===== src/design/okt_ram.sv =====
// ----------------------------------------------------------------------------
// okt_ram
// Simple dual-port RAM, one write and one read port, registered read data.
// ----------------------------------------------------------------------------
module okt_ram #(
    parameter int WIDTH  = 64,
    parameter int DEPTH  = 64,
    parameter int ADDR_W = 6
) (
    input  logic              i_clk,
    input  logic              i_we,
    input  logic [ADDR_W-1:0] i_waddr,
    input  logic [WIDTH-1:0]  i_wdata,
    input  logic              i_re,
    input  logic [ADDR_W-1:0] i_raddr,
    output logic [WIDTH-1:0]  o_rdata
);

    logic [WIDTH-1:0] r_mem [DEPTH];
    logic [WIDTH-1:0] r_rdata;

    always_ff @(posedge i_clk) begin
        if (i_we) begin
            r_mem[i_waddr] <= i_wdata;
        end
    end

    always_ff @(posedge i_clk) begin
        if (i_re) begin
            r_rdata <= r_mem[i_raddr];
        end
    end

    assign o_rdata = r_rdata;

endmodule


===== config.mk =====
export PLATFORM = sky130hd
export DESIGN_NAME = okt_ram
export DESIGN_NICKNAME = d
export VERILOG_FILES = /design/src/design/okt_ram.sv
export SDC_FILE = /design/constraint.sdc
export NUM_CORES = 2
export LEC_CHECK = 0
export BUFFER_PORTS_ARGS = -buffer_cell sky130_fd_sc_hd__buf_2
export CORE_MARGIN = 2
export CORE_UTILIZATION = 57
export CTS_CLUSTER_DIAMETER = 150
export CTS_CLUSTER_SIZE = 40
export DETAILED_ROUTE_END_ITERATION = 12
export PLACE_DENSITY = 0.76
export REMOVE_ABC_BUFFERS = 1
export SETUP_SLACK_MARGIN = 0.5
export SKIP_CTS_REPAIR_TIMING = 1
export SLEW_MARGIN = 30
export SYNTH_ARGS = -nofsm -noshare
export SYNTH_HDL_FRONTEND = slang
export SYNTH_SLANG_ARGS = --single-unit

===== constraint.sdc =====
create_clock -name i_clk -period 5.6 [get_ports i_clk]
set_input_delay 0.56 -clock i_clk [delete_from_list [all_inputs] [get_ports i_clk]]
set_output_delay 0.56 -clock i_clk [all_outputs]
set_load 0.005 [all_outputs]

==> results.toml <==
[synth]
synth-edff-count = 4160
yosysWarningCount = 0
ys_types = 32
synth-seq-area-share_pct = 79.57
avgSynthCellArea_um2 = 23.79
synthFlopType = "edfxtp_1"
synth_area_um2 = 157000
synthCells = 6598
yosys_register_bits = 4160
async_reset_ff_share_pct = 0

[drt]
avgRoutedWirePerCell_um = 38.19
drc = 0
postRouteAntennaNets = 0
wl_mm = 394.0
via_per_inst = 7.214
vias = 74421
firstDrtPassIters = 5
drt_iter0_markers = 11655

[global_routing]
grt_max_degree = 119
grt_pass1_vias = 73222
antenna_found_initial = 17
grt_overflow = 0
grt.total_usage_pct = 28.14
grt_pass1_wl_mm = 552.6

[die]
core_area_um2 = 273900
ios = 143
initial_core_util_pct = 57.32
fp.dieH_um = 528.8
rows = 192
die_x_um = 528.8
die-area_um2 = 279600

[pwr]
p_seq_share_pct = 69.8
p_leak_nw = 50.29
net-switching-power_mw = 10.22
vdd_drop_max_mv = 0.2971
swShare_pct = 20.62
clock_power_share_pct = 24.5
power.density_nw_per_um2 = 296.7
p_int_mw = 39.36
comb_power_share_pct = 5.7

[final_layout]
final_common_cell = "edfxtp_1"
drive_gt1_share_pct = 24.16
nets = 6789
final_cell_mix = "4,160 x edfxtp_1, 1,024 x mux4_2, 192 x buf_4"
seqCellArea_um2 = 124900
design_area_um2 = 167200
multi_input_area_um2 = 30780
area_growth_pct = 6.472
nFillCells = 17930

[clocking]
clkTransAtPathRegs_ps = 140
h-tree-depth = 3
worstSkewPairLatency_ps = 900
numCtsBuffers = 114
cts-root-buf = "clkbuf_16"
cts_tree = "yes"
clock_path_buffers = 3
cts_sinks = 4160

[timing]
max_freq_ghz = 0.3310
finalCritPeriodShare_pct = 53.95
hold_viol_final = 0
finalCriticalPeriod_ps = 3021
max_slew_margin_pct = 29.26
setup_viol = 0
tightest_slew_ps = 1059
grt_setup_unrepaired = "no"
clock_skew_ps = 54.65
finalMaxSlewViolations = 0
fin_hold_ws_ps = 45.74

[place]
port_buffers = 142
dpl_cell_area_um2 = 163900
gp_congestion = 0.7979
dp_hpwl_mm = 206.5

[worst_setup_path]
required_ps = 6200
startpoint_type = "input pin"
cp_max_fo = 43
cp.arrival_ps = 3620
path_class = "in -> reg"
end_kind = "flop"

[outcome]
status = "complete, no violations"

[min_path]
holdCritPathClass = "in -> reg"

[run]
drv_cap = 0
-- Yosys cell counts, drive strengths merged (3+ instances only) --
library cell	n	area [um^2]
inv	19	71.32
or3	29	181.4
nand2	58	217.7
and3	64	400.4
nor2	112	420.4
clkbuf	140	525.5
a2bb2oi	19	166.4
nand3	45	225.2
a31oi	18	112.6
edfxtp	4160	124900
nand2b	11	68.82
o22ai	83	519.3
nor2b	28	175.2
a22oi	168	1261
a22o	88	770.7
mux4	1024	23060
or2	28	175.2
buf	230	1249
a211oi	63	473.0
a41oi	26	227.7
o221ai	38	332.8
and2	3	18.77
mux2i	135	1351
-- layout make-up --
| class | count | area share, % |
|---|---|---|
| diodes | 8 | 0.01198 |
| clock buffers | 115 | 1.722 |
| clock inverters | 10 | 0.1018 |
| inverters | 19 | 0.04267 |
| multi-input cells | 2049 | 18.42 |
| flip-flops and latches | 4160 | 74.74 |
| well taps | 3589 | 2.687 |
| repair buffers | 366 | 2.285 |
-- per-stage QoR --
step | setup WS [ps] | util [%] | power, mW | setup TNS, ps | instances
finish | 2579 | 61.03 | 49.59 | 0 | 10316
global route | 2403 | 61.03 | 50.69 | 0 | 10313
CTS | 2633 | 60.95 | 49.69 | 0 | 10305
detailed placement | 1664 | 59.83 | 38.14 | 0 | 10180
global placement | 1755 | 59.74 | 38.05 | 0 | 10170
floorplan | -259.7 | - | 36.52 | -39250 | 6228
-- sequential cells by signal, summed over array words and instances, names as in the netlist --
| signal | cells |
|---|---|
| o_rdata | 64 |
| r_mem | 4096 |
-- kinds of logic after synthesis --
| logic type | synth area share, % |
|---|---|
| flops | 79.57 |
| mux | 15.55 |
| compound gates | 2.467 |
| buf+inv | 1.176 |
| simple gates | 1.235 |
-- path summary, 6_finish.rpt --
kind / to / startpoint / depth (start not counted) / slack, ps
max reg2reg: o_rdata[24] / r_mem[62][24] / 5 / 3380
min: r_mem[19][38] / i_wdata[38] / 1 / 50
max: o_rdata[17] / i_raddr[0] / 9 / 2580
min reg2reg: o_rdata[10] / r_mem[39][10] / 4 / 920
-- power by group through the flow --
stage | clock network (mW) | registers [mW] | logic [mW]
2_1_floorplan | 0 | 35.3 | 1.26
3_5_place_dp | 0 | 35.3 | 2.81
5_1_grt | 13.1 | 34.6 | 2.99
6_report | 12.2 | 34.6 | 2.83
3_3_place_gp | 0 | 35.3 | 2.74
4_1_cts | 12.3 | 34.6 | 2.82
-- layer usage --
metal / wire [um] / track usage, % / vias to the layer above
met5: 57 / 0 / -
met4: 15240 / 9.230 / 10
met3: 44230 / 4.951 / 678
met2: 194600 / 45.64 / 5423
met1: 139900 / 39.40 / 39942
li1: - / - / 28368
-- critical path, cell delays in order --
cell      delay (ps)
buf_12           260
buf_16           340
buf_4            440
buf_4            460
mux4_2           570
mux2i_1          180
o22ai_1          130
a31oi_1          390
a211oi_1          80
Power figures use the tool's default switching activity.
