==> src/design/okt_pkg.sv <==
// ----------------------------------------------------------------------------
// okt_pkg
// Shared types and constants for the ordered key table.
// ----------------------------------------------------------------------------
package okt_pkg;

    localparam int DEPTH     = 64;
    localparam int KEY_WIDTH = 64;
    localparam int ADDR_W    = (DEPTH > 1) ? $clog2(DEPTH) : 1;
    localparam int CNT_W     = $clog2(DEPTH + 1);
    localparam int FKEY_W    = 64;
    localparam int POS_W     = 7;

    typedef enum logic [1:0] {
        A_CREATE = 2'd0,
        A_DELETE = 2'd1,
        A_SEARCH = 2'd2,
        A_LIST   = 2'd3
    } t_action;

    typedef enum logic [2:0] {
        ST_CREATED   = 3'd0,
        ST_FULL      = 3'd1,
        ST_DUPLICATE = 3'd2,
        ST_DELETED   = 3'd3,
        ST_NOT_FOUND = 3'd4,
        ST_FOUND     = 3'd5,
        ST_LISTED    = 3'd6,
        ST_EMPTY     = 3'd7
    } t_status;

    typedef struct packed {
        t_action             action;
        logic [FKEY_W-1:0]   key;
    } t_req;

    typedef struct packed {
        t_status             status;
        logic [POS_W-1:0]    position;
        logic [FKEY_W-1:0]   entry_key;
        logic [POS_W-1:0]    entry_count;
        logic                last;
    } t_rsp;

    typedef struct packed {
        logic                  we;
        logic [ADDR_W-1:0]     waddr;
        logic [KEY_WIDTH-1:0]  wdata;
        logic                  re;
        logic [ADDR_W-1:0]     raddr;
    } t_mem_req;

    function automatic logic [FKEY_W-1:0] widen_key(input logic [KEY_WIDTH-1:0] k);
        logic [FKEY_W-1:0] w;
        w = '0;
        w[KEY_WIDTH-1:0] = k;
        return w;
    endfunction

endpackage

==> src/design/okt_ctrl.sv <==
// ----------------------------------------------------------------------------
// okt_ctrl
// Sequencer: pipelined scan, shift-down on delete, append, list read-out.
// ----------------------------------------------------------------------------
module okt_ctrl (
    input  logic                      i_clk,
    input  logic                      i_rst_n,
    input  logic                      start,
    output logic                      busy,
    input  okt_pkg::t_req             i_req,
    output okt_pkg::t_mem_req         o_mem,
    input  logic [okt_pkg::KEY_WIDTH-1:0] i_rdata,
    output logic                      o_strobe,
    output okt_pkg::t_rsp             o_rsp
);
    import okt_pkg::*;

    typedef enum logic [3:0] {
        S_IDLE  = 4'b0001,
        S_SCAN  = 4'b0010,
        S_SHIFT = 4'b0100,
        S_LIST  = 4'b1000
    } t_state;

    t_state                 r_state, n_state;
    logic [CNT_W-1:0]       r_cnt, n_cnt;
    logic [CNT_W-1:0]       r_iss, n_iss;
    logic                   r_pv, n_pv;
    logic [ADDR_W-1:0]      r_pa, n_pa;
    t_action                r_act, n_act;
    logic [KEY_WIDTH-1:0]   r_key, n_key;
    logic                   r_strobe, n_strobe;
    t_rsp                   r_rsp, n_rsp;

    logic                   issue;
    logic                   hit;
    logic [CNT_W-1:0]       pa_next;

    assign issue   = (r_iss < r_cnt);
    assign hit     = r_pv && (i_rdata == r_key);
    assign pa_next = CNT_W'(r_pa) + CNT_W'(1);

    always_comb begin
        n_state  = r_state;
        n_cnt    = r_cnt;
        n_iss    = r_iss;
        n_pv     = 1'b0;
        n_pa     = r_pa;
        n_act    = r_act;
        n_key    = r_key;
        n_strobe = 1'b0;
        n_rsp    = r_rsp;
        o_mem    = '0;

        unique case (r_state)
            S_IDLE: begin
                if (start) begin
                    n_act = i_req.action;
                    n_key = i_req.key[KEY_WIDTH-1:0];
                    n_iss = '0;
                    unique case (i_req.action)
                        A_CREATE: begin
                            if (r_cnt == CNT_W'(DEPTH)) begin
                                n_strobe = 1'b1;
                                n_rsp    = '{ST_FULL, '0, '0, POS_W'(r_cnt), 1'b1};
                            end else begin
                                n_state = S_SCAN;
                            end
                        end
                        A_DELETE, A_SEARCH: begin
                            n_state = S_SCAN;
                        end
                        A_LIST: begin
                            if (r_cnt == '0) begin
                                n_strobe = 1'b1;
                                n_rsp    = '{ST_EMPTY, '0, '0, '0, 1'b1};
                            end else begin
                                n_state = S_LIST;
                            end
                        end
                        default: n_state = S_IDLE;
                    endcase
                end
            end

            S_SCAN: begin
                o_mem.re    = issue;
                o_mem.raddr = r_iss[ADDR_W-1:0];
                n_pv        = issue;
                n_pa        = r_iss[ADDR_W-1:0];
                if (issue) begin
                    n_iss = r_iss + CNT_W'(1);
                end
                if (hit) begin
                    n_state = S_IDLE;
                    case (r_act)
                        A_CREATE: begin
                            n_strobe = 1'b1;
                            n_rsp    = '{ST_DUPLICATE, '0, '0, POS_W'(r_cnt), 1'b1};
                        end
                        A_DELETE: begin
                            n_state = S_SHIFT;
                            n_iss   = pa_next;
                            n_pv    = 1'b0;
                            o_mem.re = 1'b0;
                        end
                        default: begin
                            n_strobe = 1'b1;
                            n_rsp    = '{ST_FOUND, POS_W'(pa_next), '0, POS_W'(r_cnt), 1'b1};
                        end
                    endcase
                end else if (!r_pv && !issue) begin
                    n_state  = S_IDLE;
                    n_strobe = 1'b1;
                    if (r_act == A_CREATE) begin
                        o_mem.we    = 1'b1;
                        o_mem.waddr = r_cnt[ADDR_W-1:0];
                        o_mem.wdata = r_key;
                        n_cnt       = r_cnt + CNT_W'(1);
                        n_rsp       = '{ST_CREATED, '0, '0, POS_W'(n_cnt), 1'b1};
                    end else begin
                        n_rsp       = '{ST_NOT_FOUND, '0, '0, POS_W'(r_cnt), 1'b1};
                    end
                end
            end

            S_SHIFT: begin
                o_mem.re    = issue;
                o_mem.raddr = r_iss[ADDR_W-1:0];
                n_pv        = issue;
                n_pa        = r_iss[ADDR_W-1:0];
                if (issue) begin
                    n_iss = r_iss + CNT_W'(1);
                end
                if (r_pv) begin
                    o_mem.we    = 1'b1;
                    o_mem.waddr = r_pa - ADDR_W'(1);
                    o_mem.wdata = i_rdata;
                end else if (!issue) begin
                    n_state  = S_IDLE;
                    n_cnt    = r_cnt - CNT_W'(1);
                    n_strobe = 1'b1;
                    n_rsp    = '{ST_DELETED, '0, '0, POS_W'(n_cnt), 1'b1};
                end
            end

            S_LIST: begin
                o_mem.re    = issue;
                o_mem.raddr = r_iss[ADDR_W-1:0];
                n_pv        = issue;
                n_pa        = r_iss[ADDR_W-1:0];
                if (issue) begin
                    n_iss = r_iss + CNT_W'(1);
                end
                if (r_pv) begin
                    n_strobe = 1'b1;
                    n_rsp    = '{ST_LISTED, POS_W'(pa_next), widen_key(i_rdata),
                                 POS_W'(r_cnt), (pa_next == r_cnt)};
                    if (pa_next == r_cnt) begin
                        n_state = S_IDLE;
                    end
                end
            end

            default: n_state = S_IDLE;
        endcase
    end

    always_ff @(posedge i_clk) begin
        if (!i_rst_n) begin
            r_state  <= S_IDLE;
            r_cnt    <= '0;
            r_iss    <= '0;
            r_pv     <= 1'b0;
            r_strobe <= 1'b0;
        end else begin
            r_state  <= n_state;
            r_cnt    <= n_cnt;
            r_iss    <= n_iss;
            r_pv     <= n_pv;
            r_strobe <= n_strobe;
        end
    end

    always_ff @(posedge i_clk) begin
        r_pa  <= n_pa;
        r_act <= n_act;
        r_key <= n_key;
        r_rsp <= n_rsp;
    end

    assign busy     = (r_state != S_IDLE);
    assign o_strobe = r_strobe;
    assign o_rsp    = r_rsp;

endmodule

==> config.mk <==
export PLATFORM = sky130hd
export DESIGN_NAME = okt_ctrl
export DESIGN_NICKNAME = d
export VERILOG_FILES = /design/src/design/okt_pkg.sv /design/src/design/okt_ctrl.sv
export SDC_FILE = /design/constraint.sdc
export NUM_CORES = 1
export LEC_CHECK = 0
export ABC_AREA = 1
export ABC_CLOCK_PERIOD_IN_PS = 8700
export BUFFER_PORTS_ARGS = -buffer_cell sky130_fd_sc_hd__buf_2
export CORE_ASPECT_RATIO = 0.7
export CORE_MARGIN = 5
export CORE_UTILIZATION = 35
export DETAILED_ROUTE_END_ITERATION = 6
export HOLD_SLACK_MARGIN = 0.03
export PLACE_DENSITY_LB_ADDON = 0.15
export SLEW_MARGIN = 10
export SYNTH_ARGS = -nofsm -noshare
export SYNTH_HDL_FRONTEND = slang
export SYNTH_SLANG_ARGS = --single-unit
export TNS_END_PERCENT = 20
==> constraint.sdc <==
create_clock -name i_clk -period 8.7 [get_ports i_clk]
set_input_delay 0.435 -clock i_clk [delete_from_list [all_inputs] [get_ports i_clk]]
set_output_delay 0.435 -clock i_clk [all_outputs]
set_load 0.005 [all_outputs]
==> results_dict.tcl, run 1 <==
set metrics [dict create \
    cts.repair.resized 0 \
    layout_common_cells "434 x nand2_1, 294 x buf_2, 206 x inv_1, 192 x nor2_1, 154 x edfxtp_1" \
    r2r-start "r_cnt[4]$_SDFFE_PN0P_" \
    cts_root_buffer "clkbuf_16" \
    met2_usage_pct 31.4 \
    multi_input_area_um2 4270 \
    setup_tns_ns 0 \
    core_area_um2 29000 \
    synth_area_um2 10300 \
    drv_cap 0 \
    io-pin-count 295 \
    power.density_nw_per_um2 275 \
    slew_viol_final 0 \
    fmax_mhz 228 \
    rows 52 \
    fin_skew_ns 0.0122 \
    layout_commonest_cell "nand2_1" \
    final_area_um2 12700 \
    worstSkewPairLatency_ns 0.45 \
    grt_util_met1_pct 32.3 \
    synth_xor_area_share_pct 2.12 \
    antenna_found_initial 4 \
    cts.path.max_buffers 2 \
    synth_compound_area_share_pct 7.58 \
    crit_path_top_delay_cell "buf_4" \
    crit_chain "clkinv_1, ha_1, nand2_1, nor2_1, nand2_1, nand2_4, inv_4, nor2_8, nor2_1, nor2_1, inv_1, nor3_2, buf_4" \
    synthSimpleGateAreaFrac_pct 29.8 \
    arrival_ns 4.45 \
    totalWireLength_um 36900 \
    vias_per_cell 4.87 \
    initial_utilization_pct 35.5 \
    crit_path_start "r_cnt[4]$_SDFFE_PN0P_" \
    synthAdderAreaFrac_pct 1.83 \
    finalCritPeriodShare_pct 50.5 \
    hold_violations 0 \
    synth_cell_types 43 \
    gp_congestion 0.902 \
    status "complete, but fails checks" \
    gr-usage-met3_pct 6.74 \
    synthMuxAreaShare_pct 0 \
    fillers 2949 \
    placement.io_buffers 294 \
    crit_top_cell "nor2_1" \
    hp-class "input port to flip-flop" \
    synth.avg_cell_area_um2 7.68 \
    cts_tree "built" \
    dieArea_um2 32900 \
    cts-buffers-inserted 17 \
    cp.required_ns 8.76 \
    syn_nets 1487 \
    drtAntennaViolNets 0 \
    slowest_delay_ns 0.91 \
    grt_max_degree 73 \
    seqCellArea_um2 5020 \
    ir_drop_v 0.000209 \
    drive_gt1_share_pct 22.3 \
    p_leak_nw 6.53 \
    ys_seq_area_share_pct 48.9 \
    netlist_instances 1339 \
    routedWlPerCell_um 18.4 \
    tightest_slew_ns 1.11 \
    hold_buffers 0 \
    die_h_um 153 \
    drcViolationCount 4 \
    dpl_cell_area_um2 12100 \
    syn2layout_area_growth_pct 23.7 \
    violations "design-rule violations" \
    yosysWarnings 0 \
    hp-start "i_req[62]" \
    drt_iter0_markers 984 \
    cts.htree.levels 4 \
    dieWidth_um 215 \
    grt_pass1_vias 9315 \
    gr-max-usage-layer "met1" \
    layout.nets 1767 \
    overflow 0 \
    postCtsSetupBuffers 0 \
    grt_pass1_wl_um 55800 \
    setup_violations 0 \
    cp_max_fo 69 \
    vias 9790 \
    synth_top_family_by_area "simple AND/OR/NAND/NOR gates" \
    endpoint_kind "flip-flop" \
    cp-start-kind "flip-flop" \
    synth_edf_count 154 \
    clkSinkCount 174 \
    synth_async_sr_flop_share_pct 0 \
    dr.pass1.iters 7 \
    rsz0062_at_grt "no" \
    slew_headroom_pct 25.8 \
    final.min_clock_period_ns 4.39 \
    ys.flop_type "edfxtp_1" \
    track_usage_pct 21.9 \
    synth-seq-cells 174 \
    hpwlAfterDp_um 27700 \
    path_clk_slew_ns 0.07 \
    crit_type "flip-flop to flip-flop" \
]
-- critical path, delay by kind of cell, from the launching register on --
family                   cells  cell delay [ns]
adder cells (fa/ha/maj)      1             0.41
buffers and inverters        4             1.41
flip-flops                   1             0.51
AND/OR/NAND/NOR              8             1.60
-- cells in the mapped netlist (3+ instances only) --
library cell / n / area (um2)
o21ai_0: 31 / 155
nor2_2: 4 / 25.0
edfxtp_1: 154 / 4620
nand2_1: 434 / 1630
inv_1: 206 / 773
buf_4: 3 / 22.5
buf_1: 4 / 15.0
nor3_1: 7 / 35.0
nand3b_1: 7 / 52.6
inv_2: 9 / 33.8
ha_1: 15 / 188
xor2_1: 11 / 96.3
buf_2: 10 / 50.1
o22ai_2: 9 / 113
nand4_1: 14 / 87.6
a21oi_1: 15 / 75.1
dfxtp_1: 20 / 400
nor2_1: 193 / 724
o22ai_1: 61 / 382
clkbuf_1: 19 / 71.3
nand3_1: 71 / 355
nor3_4: 3 / 48.8
clkinv_1: 5 / 18.8
xnor2_1: 12 / 105
-- area by class of cell --
cell class / count / area share [%]
clock buffer: 19 / 3.41
clock inverter: 13 / 1.35
tap: 378 / 3.72
antenna: 1 / 0.0197
multi-input combinational: 906 / 33.6
inverter: 221 / 6.54
timing repair buffer: 299 / 11.9
sequential: 174 / 39.5
-- layer usage --
metal / up-vias / share of wire, %
li1: 4858 / -
met1: 4501 / 49
met2: 380 / 41
met3: 45 / 8.0
met4: 6 / 1.8
met5: - / 0.10
-- logic make-up (layout without fill, tap and decap cells) --
family,count (synthesis),in the layout
XOR/XNOR,24,24
adder cells (fa/ha/maj),15,15
other,0,1
AND/OR/NAND/NOR,744,744
flip-flops,174,174
AO/OA/AOI/OAI,123,123
buffers and inverters,259,552
-- stage by stage --
step | std cells | setup slack (ns) | util [%] | total power [W] | hold WS (ns)
5_1_grt | 2011 | 3.92 | 43.9 | 0.00374 | 0.128
3_3_place_gp | 1978 | 4.40 | 41.8 | 0.00271 | 0.506
4_1_cts | 2010 | 4.28 | 43.9 | 0.00353 | 0.136
2_1_floorplan | 1339 | 0.832 | - | 0.00222 | 0.490
6_report | 2011 | 4.31 | 43.9 | 0.00350 | 0.157
3_5_place_dp | 1978 | 4.30 | 41.8 | 0.00271 | 0.501
-- path summary, 6_finish.rpt --
check	endpoint	slack [ns]	depth (start not counted)
worst max-delay path	o_rsp[4]$_DFFE_PP_	4.31	13
worst min-delay path	r_key[62]$_DFFE_PP_	0.16	1
worst max register to register	o_rsp[4]$_DFFE_PP_	4.31	13
worst min register to register	r_state[3]$_SDFFE_PN0P_	0.51	2
-- registers in the layout, summed over array words and instances (netlist names) --
name,count
o_rsp,82
o_strobe,1
r_act,2
r_cnt,7
r_iss,7
r_key,64
r_pa,6
r_pv,1
r_state,4
-- power by group --
group	switching, W	internal, W
Sequential	0.000135	0.00130
Combinational	0.000873	0.000387
Clock	0.000333	0.000477
(Power assumes the default switching activity.)
==> inputs of run 2 (changes only) <==
--- a/config.mk
+++ b/config.mk
@@ -6,7 +6,7 @@
 export NUM_CORES = 1
 export LEC_CHECK = 0
 export ABC_AREA = 1
-export ABC_CLOCK_PERIOD_IN_PS = 8700
+export ABC_CLOCK_PERIOD_IN_PS = 4300
 export BUFFER_PORTS_ARGS = -buffer_cell sky130_fd_sc_hd__buf_2
 export CORE_ASPECT_RATIO = 0.7
 export CORE_MARGIN = 5
==> constraint.sdc (replaced) <==
create_clock -name i_clk -period 4.3 [get_ports i_clk]
set_input_delay 0.215 -clock i_clk [delete_from_list [all_inputs] [get_ports i_clk]]
set_output_delay 0.215 -clock i_clk [all_outputs]
set_load 0.005 [all_outputs]
==> results_dict.tcl, run 2 (synthesis results as in run 1) <==
set metrics [dict create \
    rsz0062_at_grt "no" \
    p_leak_nw 6.81 \
    stdcell_count 2080 \
    power.density_nw_per_um2 536 \
    arrival_ns 3.53 \
    setup_violations 0 \
    final_area_um2 13400 \
    final.min_clock_period_ns 3.75 \
    switching_share_pct 40.1 \
    crit_top_cell "nand2_4" \
    worstSkewPairLatency_ns 0.44 \
    hold_violations 0 \
    drtAntennaViolNets 0 \
    hold_ws_ns 0.112 \
    rows 52 \
    place_ws_ns 1.08 \
    cts.path.max_buffers 2 \
    dieArea_um2 32900 \
    setup_tns_ns 0 \
    layout.nets 1836 \
    crit_type "flip-flop to output port" \
    finalCritPeriodShare_pct 87.1 \
    grt_max_degree 70 \
    fillers 2913 \
    vias 10200 \
    io-pin-count 295 \
    layout_common_cells "434 x nand2_1, 294 x buf_2, 206 x inv_1, 192 x nor2_1, 154 x edfxtp_1" \
    hpwlAfterDp_um 29100 \
    rr_endpoint "o_rsp[48]$_DFFE_PP_" \
    clkSinkCount 174 \
    cp_max_fo 69 \
    syn2layout_area_growth_pct 30.3 \
    drt_iter0_markers 1013 \
    p_sw_w 0.00288 \
    seqPwrFrac_pct 40.3 \
    slowest_delay_ns 0.61 \
    dr.pass1.iters 5 \
    initial_utilization_pct 35.5 \
    cts_root_buffer "clkbuf_16" \
    clkPwrFrac_pct 22.1 \
    hold_buffers 66 \
    fmax_mhz 267 \
    endpoint "o_mem[7]" \
    vias_per_cell 4.92 \
    placement.io_buffers 294 \
    crit_chain "clkinv_1, ha_1, nand2_1, inv_1, a21oi_1, nand2_4, inv_4, nor2_8, nand2_4, o22ai_1, buf_2" \
    path_clk_slew_ns 0.08 \
    r2r_cells 13 \
    intPower_w 0.00429 \
    critPathTopFamily "simple AND/OR/NAND/NOR gates" \
    drcViolationCount 0 \
    drive_gt1_share_pct 21.9 \
    routedWlPerCell_um 18.4 \
    ir_drop_v 0.000381 \
    core_area_um2 29000 \
    drv_cap 0 \
    overflow 0 \
    die_h_um 153 \
    postCtsSetupBuffers 0 \
    crit_path_start "r_cnt[5]$_SDFFE_PN0P_" \
    grt_pass1_wl_um 58700 \
    cp.required_ns 4.09 \
    slew_headroom_pct 22.6 \
    cts.htree.levels 4 \
    track_usage_pct 22.8 \
    status "complete, no violations" \
    cp-start-kind "flip-flop" \
    tightest_slew_ns 1.16 \
    gp_congestion 0.934 \
    fin_ws_ns 0.554 \
    totalWireLength_um 38300 \
    slew_viol_final 0 \
    hp-class "input port to flip-flop" \
    placedCellCount 1981 \
    largest_reg_flops 82 \
    r2r-start "r_cnt[3]$_SDFFE_PN0P_" \
    rrSetupSlack_ns 1.13 \
    cts.repair.resized 0 \
    fin_skew_ns 0.0112 \
    layout_commonest_cell "nand2_1" \
    antenna_found_initial 3 \
    grt_pass1_vias 9904 \
    cp.depth 11 \
    endpoint_kind "output port" \
    crit_path_top_delay_cell "nand2_4" \
    dpl_cell_area_um2 12100 \
    cts_tree "built" \
    combPwrFrac_pct 37.6 \
    cp_num_buf_inv 4 \
    dieWidth_um 215 \
    cts-buffers-inserted 17 \
]
## run 2: cell count changes in the layout (fill, tap and decap cells not counted), sizes merged
cell,delta
dlygate4sd3,+66
inv,+9
clkinv,-6
buf,+3
bufinv,-3
clkbuf,-2
clkinvlp,+2
## run 2: power groups by stage
stage | Sequential (W) | Clock [W] | Combinational [W]
after floorplan | 0.00293 | 0 | 0.00151
after global placement | 0.00292 | 0 | 0.00264
after detailed placement | 0.00292 | 0 | 0.00264
final | 0.00289 | 0.00159 | 0.00269
after global routing | 0.00295 | 0.00169 | 0.00298
after CTS | 0.00289 | 0.00162 | 0.00270
## run 2: layout make-up
type	count	area, um2	area share [%]
Multi-Input combinational cell	906	4270	31.9
Clock buffer	17	425	3.18
Clock inverter	15	150	1.12
Timing Repair Buffer	368	2200	16.5
Tap cell	378	473	3.53
Sequential cell	174	5020	37.5
Antenna cell	1	2.50	0.0187
Inverter	221	832	6.22
## run 2: worst min-delay path by stage
stage / start / endpoint / slack [ns] / cells past startpoint
2_1_floorplan: i_req[64] / r_act[0]$_DFFE_PP_ / 0.31 / 0
3_3_place_gp: i_req[43] / r_key[43]$_DFFE_PP_ / 0.39 / 1
3_5_place_dp: i_req[54] / r_key[54]$_DFFE_PP_ / 0.39 / 1
4_1_cts: i_rdata[11] / o_rsp[19]$_DFFE_PP_ / 0.09 / 3
5_1_grt: i_rdata[7] / o_rsp[15]$_DFFE_PP_ / 0.11 / 3
6_report: i_rdata[11] / o_rsp[19]$_DFFE_PP_ / 0.11 / 3
## run 2: worst register-to-register path, stage by stage (launching register included)
cell      delay (ns)
dfxtp_1         0.53
clkinv_1        0.35
ha_1            0.39
nand2_1         0.05
nor2_1          0.08
nand2_1         0.09
nand2_4         0.13
inv_4           0.09
nor2_8          0.16
nor2_1          0.07
nor2_1          0.15
inv_1           0.09
nor3_4          0.22
buf_4           0.41
## run 2: layer usage
layer | routed length [um] | global-route usage, % | vias to the layer above
li1 | - | - | 4994
met1 | 18100 | 33.5 | 4755
met2 | 16600 | 34.2 | 425
met3 | 2840 | 4.57 | 47
met4 | 804 | 6.50 | 4
met5 | 19 | 0 | -
## run 2: metrics by stage
step	power (W)	util, %
6_report	0.00717	46.2
5_1_grt	0.00761	46.2
4_1_cts	0.00721	46.2
3_5_place_dp	0.00556	42.0
3_3_place_gp	0.00555	42.0
2_1_floorplan	0.00444	-
==> inputs of run 3 (changes only) <==
--- a/config.mk
+++ b/config.mk
@@ -5,7 +5,6 @@
 export SDC_FILE = /design/constraint.sdc
 export NUM_CORES = 1
 export LEC_CHECK = 0
-export ABC_AREA = 1
 export ABC_CLOCK_PERIOD_IN_PS = 4300
 export BUFFER_PORTS_ARGS = -buffer_cell sky130_fd_sc_hd__buf_2
 export CORE_ASPECT_RATIO = 0.7
==> results_dict.tcl, run 3 <==
set metrics [dict create \
    status "complete, no violations" \
    hp-start "i_rdata[45]" \
    netlist.area_leader.share_pct 51.9 \
    final_area_um2 12100 \
    final_core_util_pct 48.5 \
    totalWireLength_um 30400 \
    die_h_um 143 \
    ir_drop_v 0.000282 \
    cp.required_ns 4.09 \
    crit_type "flip-flop to output port" \
    ys.flop_type "edfxtp_1" \
    synth_area_um2 8910 \
    routedWlPerCell_um 21.0 \
    layout_commonest_cell "buf_2" \
    hold_violations 0 \
    maxUsedRoutingLayer "met5" \
    cp.depth 8 \
    hold_buffers 66 \
    synth-seq-cells 174 \
    rr_endpoint "o_rsp[11]$_DFFE_PP_" \
    slew_viol_final 0 \
    initial_utilization_pct 35.8 \
    rrSetupSlack_ns 0.53 \
    gp_congestion 0.891 \
    core_area_um2 24900 \
    cp_max_fo 6 \
    place_ws_ns 0.535 \
    rsz0062_at_grt "no" \
    wl_met2_um 13400 \
    drv_cap 0 \
    fin_skew_ns 0.00934 \
    cp_num_buf_inv 1 \
    setup_tns_ns 0 \
    overflow 0 \
    fmax_mhz 254 \
    drtAntennaViolNets 0 \
    dpl_cell_area_um2 10800 \
    tightest_slew_ns 0.975 \
    track_usage_pct 20.7 \
    cp-start-kind "flip-flop" \
    m1WireLength_um 14000 \
    setup_violations 0 \
    drcViolationCount 0 \
    synth_area_leaders "edfxtp_1 52%, a22o_1 5.7%, dfxtp_1 4.5%, and2_1 4.4%, xor2_1 3.5%" \
    finalPower_w 0.00461 \
    worstSkewPairLatency_ns 0.43 \
    synthMostInstantiatedCell "edfxtp_1" \
    path_clk_slew_ns 0.07 \
    postCtsSetupBuffers 0 \
    io-pin-count 295 \
    grt_pass1_vias 7430 \
    placement.io_buffers 294 \
    synth_largest_area_cell "edfxtp_1" \
    dieArea_um2 28800 \
    critPathTopFamily "simple AND/OR/NAND/NOR gates" \
    antenna_found_initial 2 \
    r2r_cells 8 \
    r2r-start "r_key[60]$_DFFE_PP_" \
    yosysWarnings 0 \
    final.min_clock_period_ns 3.94 \
    cts.htree.levels 4 \
    hpwlAfterDp_um 22700 \
    slowest_delay_ns 0.70 \
    crit_path_start "r_key[60]$_DFFE_PP_" \
    synth_async_sr_flop_share_pct 0 \
    vias_per_cell 5.22 \
    drive_gt1_share_pct 31.5 \
    ys_seq_area_share_pct 56.4 \
    cts.path.max_buffers 2 \
    drt_iter0_markers 683 \
    p_leak_nw 5.00 \
    crit_path_top_delay_cell "or4_1" \
    layout.nets 1261 \
    dieWidth_um 201 \
    cts-buffers-inserted 17 \
    n_antenna_cell 0 \
    slew_headroom_pct 33.2 \
    netlist_instances 767 \
    clkSinkCount 174 \
    synthTopCellsByCount "154 x edfxtp_1, 63 x and2_1, 58 x a22o_1" \
    dr.pass1.iters 5 \
    endpoint_kind "output port" \
    cts_tree "built" \
    fin_ws_ns 0.358 \
    syn2layout_area_growth_pct 35.4 \
    arrival_ns 3.73 \
    hp-class "input port to flip-flop" \
    rows 48 \
    grt_pass1_wl_um 45800 \
    grt_max_degree 61 \
    layout_common_cells "294 x buf_2, 154 x edfxtp_1, 66 x dlygate4sd3_1, 63 x and2_1, 58 x a22o_1" \
    largest_reg_flops 82 \
    cts.repair.resized 0 \
    finalCritPeriodShare_pct 91.7 \
    cts_root_buffer "clkbuf_16" \
    power.density_nw_per_um2 383 \
    syn_nets 915 \
    synth.avg_cell_area_um2 11.6 \
    synth_edf_count 154 \
    vias 7567 \
    synth_cell_types 60 \
    crit_chain "xor2_1, nor4_1, nand4_1, or4_1, nor3_1, o21ai_0, and2_1, buf_2" \
    met3_wirelength_um 2490 \
    endpoint "o_mem[6]" \
]
-- run 3: changes by cell type after synthesis, moves of 55 or more --
cell / previous run / this run
nand2_1: 434 / 43
inv_1: 206 / 29
nor2_1: 193 / 46
and2_1: 0 / 63
a22o_1: 0 / 58
o22ai_1: 61 / 6
-- run 3: metrics by stage --
stage,hold slack [ns],std cells
after floorplan,0.314,767
after global placement,0.391,1353
after detailed placement,0.393,1353
after CTS,0.0820,1451
after global routing,0.0863,1451
final,0.101,1451
-- run 3: cell type report --
type	count	area [um2]
Tap cell	325	407
Fill cell	2317	12800
Clock buffer	18	429
Timing Repair Buffer	373	2290
Sequential cell	174	5020
Multi-Input combinational cell	518	3630
Inverter	29	109
Clock inverter	14	166
-- run 3: how the worst min path moves through the flow --
stage               cells past startpoint  slack (ns)             endpoint
detailed placement                      1        0.39  r_key[24]$_DFFE_PP_
CTS                                     2        0.08  o_rsp[53]$_DFFE_PP_
finish                                  2        0.10  o_rsp[53]$_DFFE_PP_
global placement                        1        0.39  r_key[51]$_DFFE_PP_
floorplan                               0        0.31   r_act[0]$_DFFE_PP_
global route                            2        0.09  o_rsp[40]$_DFFE_PP_
-- run 3: kinds of logic after synthesis --
family                     share of synthesized area [%]
AOI/OAI and AO/OA                                   14.3
xor gates and xnor gates                            6.53
adders and majority gates                           2.11
buffers and inverters                               3.22
DFF                                                 56.4
muxes                                              0.225
and+or+nand+nor                                     17.2
-- run 3: layer usage --
layer,vias to the layer above,track usage [%]
li1,3549,-
met1,3663,28.9
met2,318,31.6
met3,33,6.70
met4,4,4.81
met5,-,0
-- run 3: power breakdown --
| group | internal (W) | switching, W |
|---|---|---|
| logic | 0.000324 | 0.000462 |
| clock network | 0.000916 | 0.000680 |
| registers | 0.00212 | 0.000108 |
| total | 0.00336 | 0.00125 |
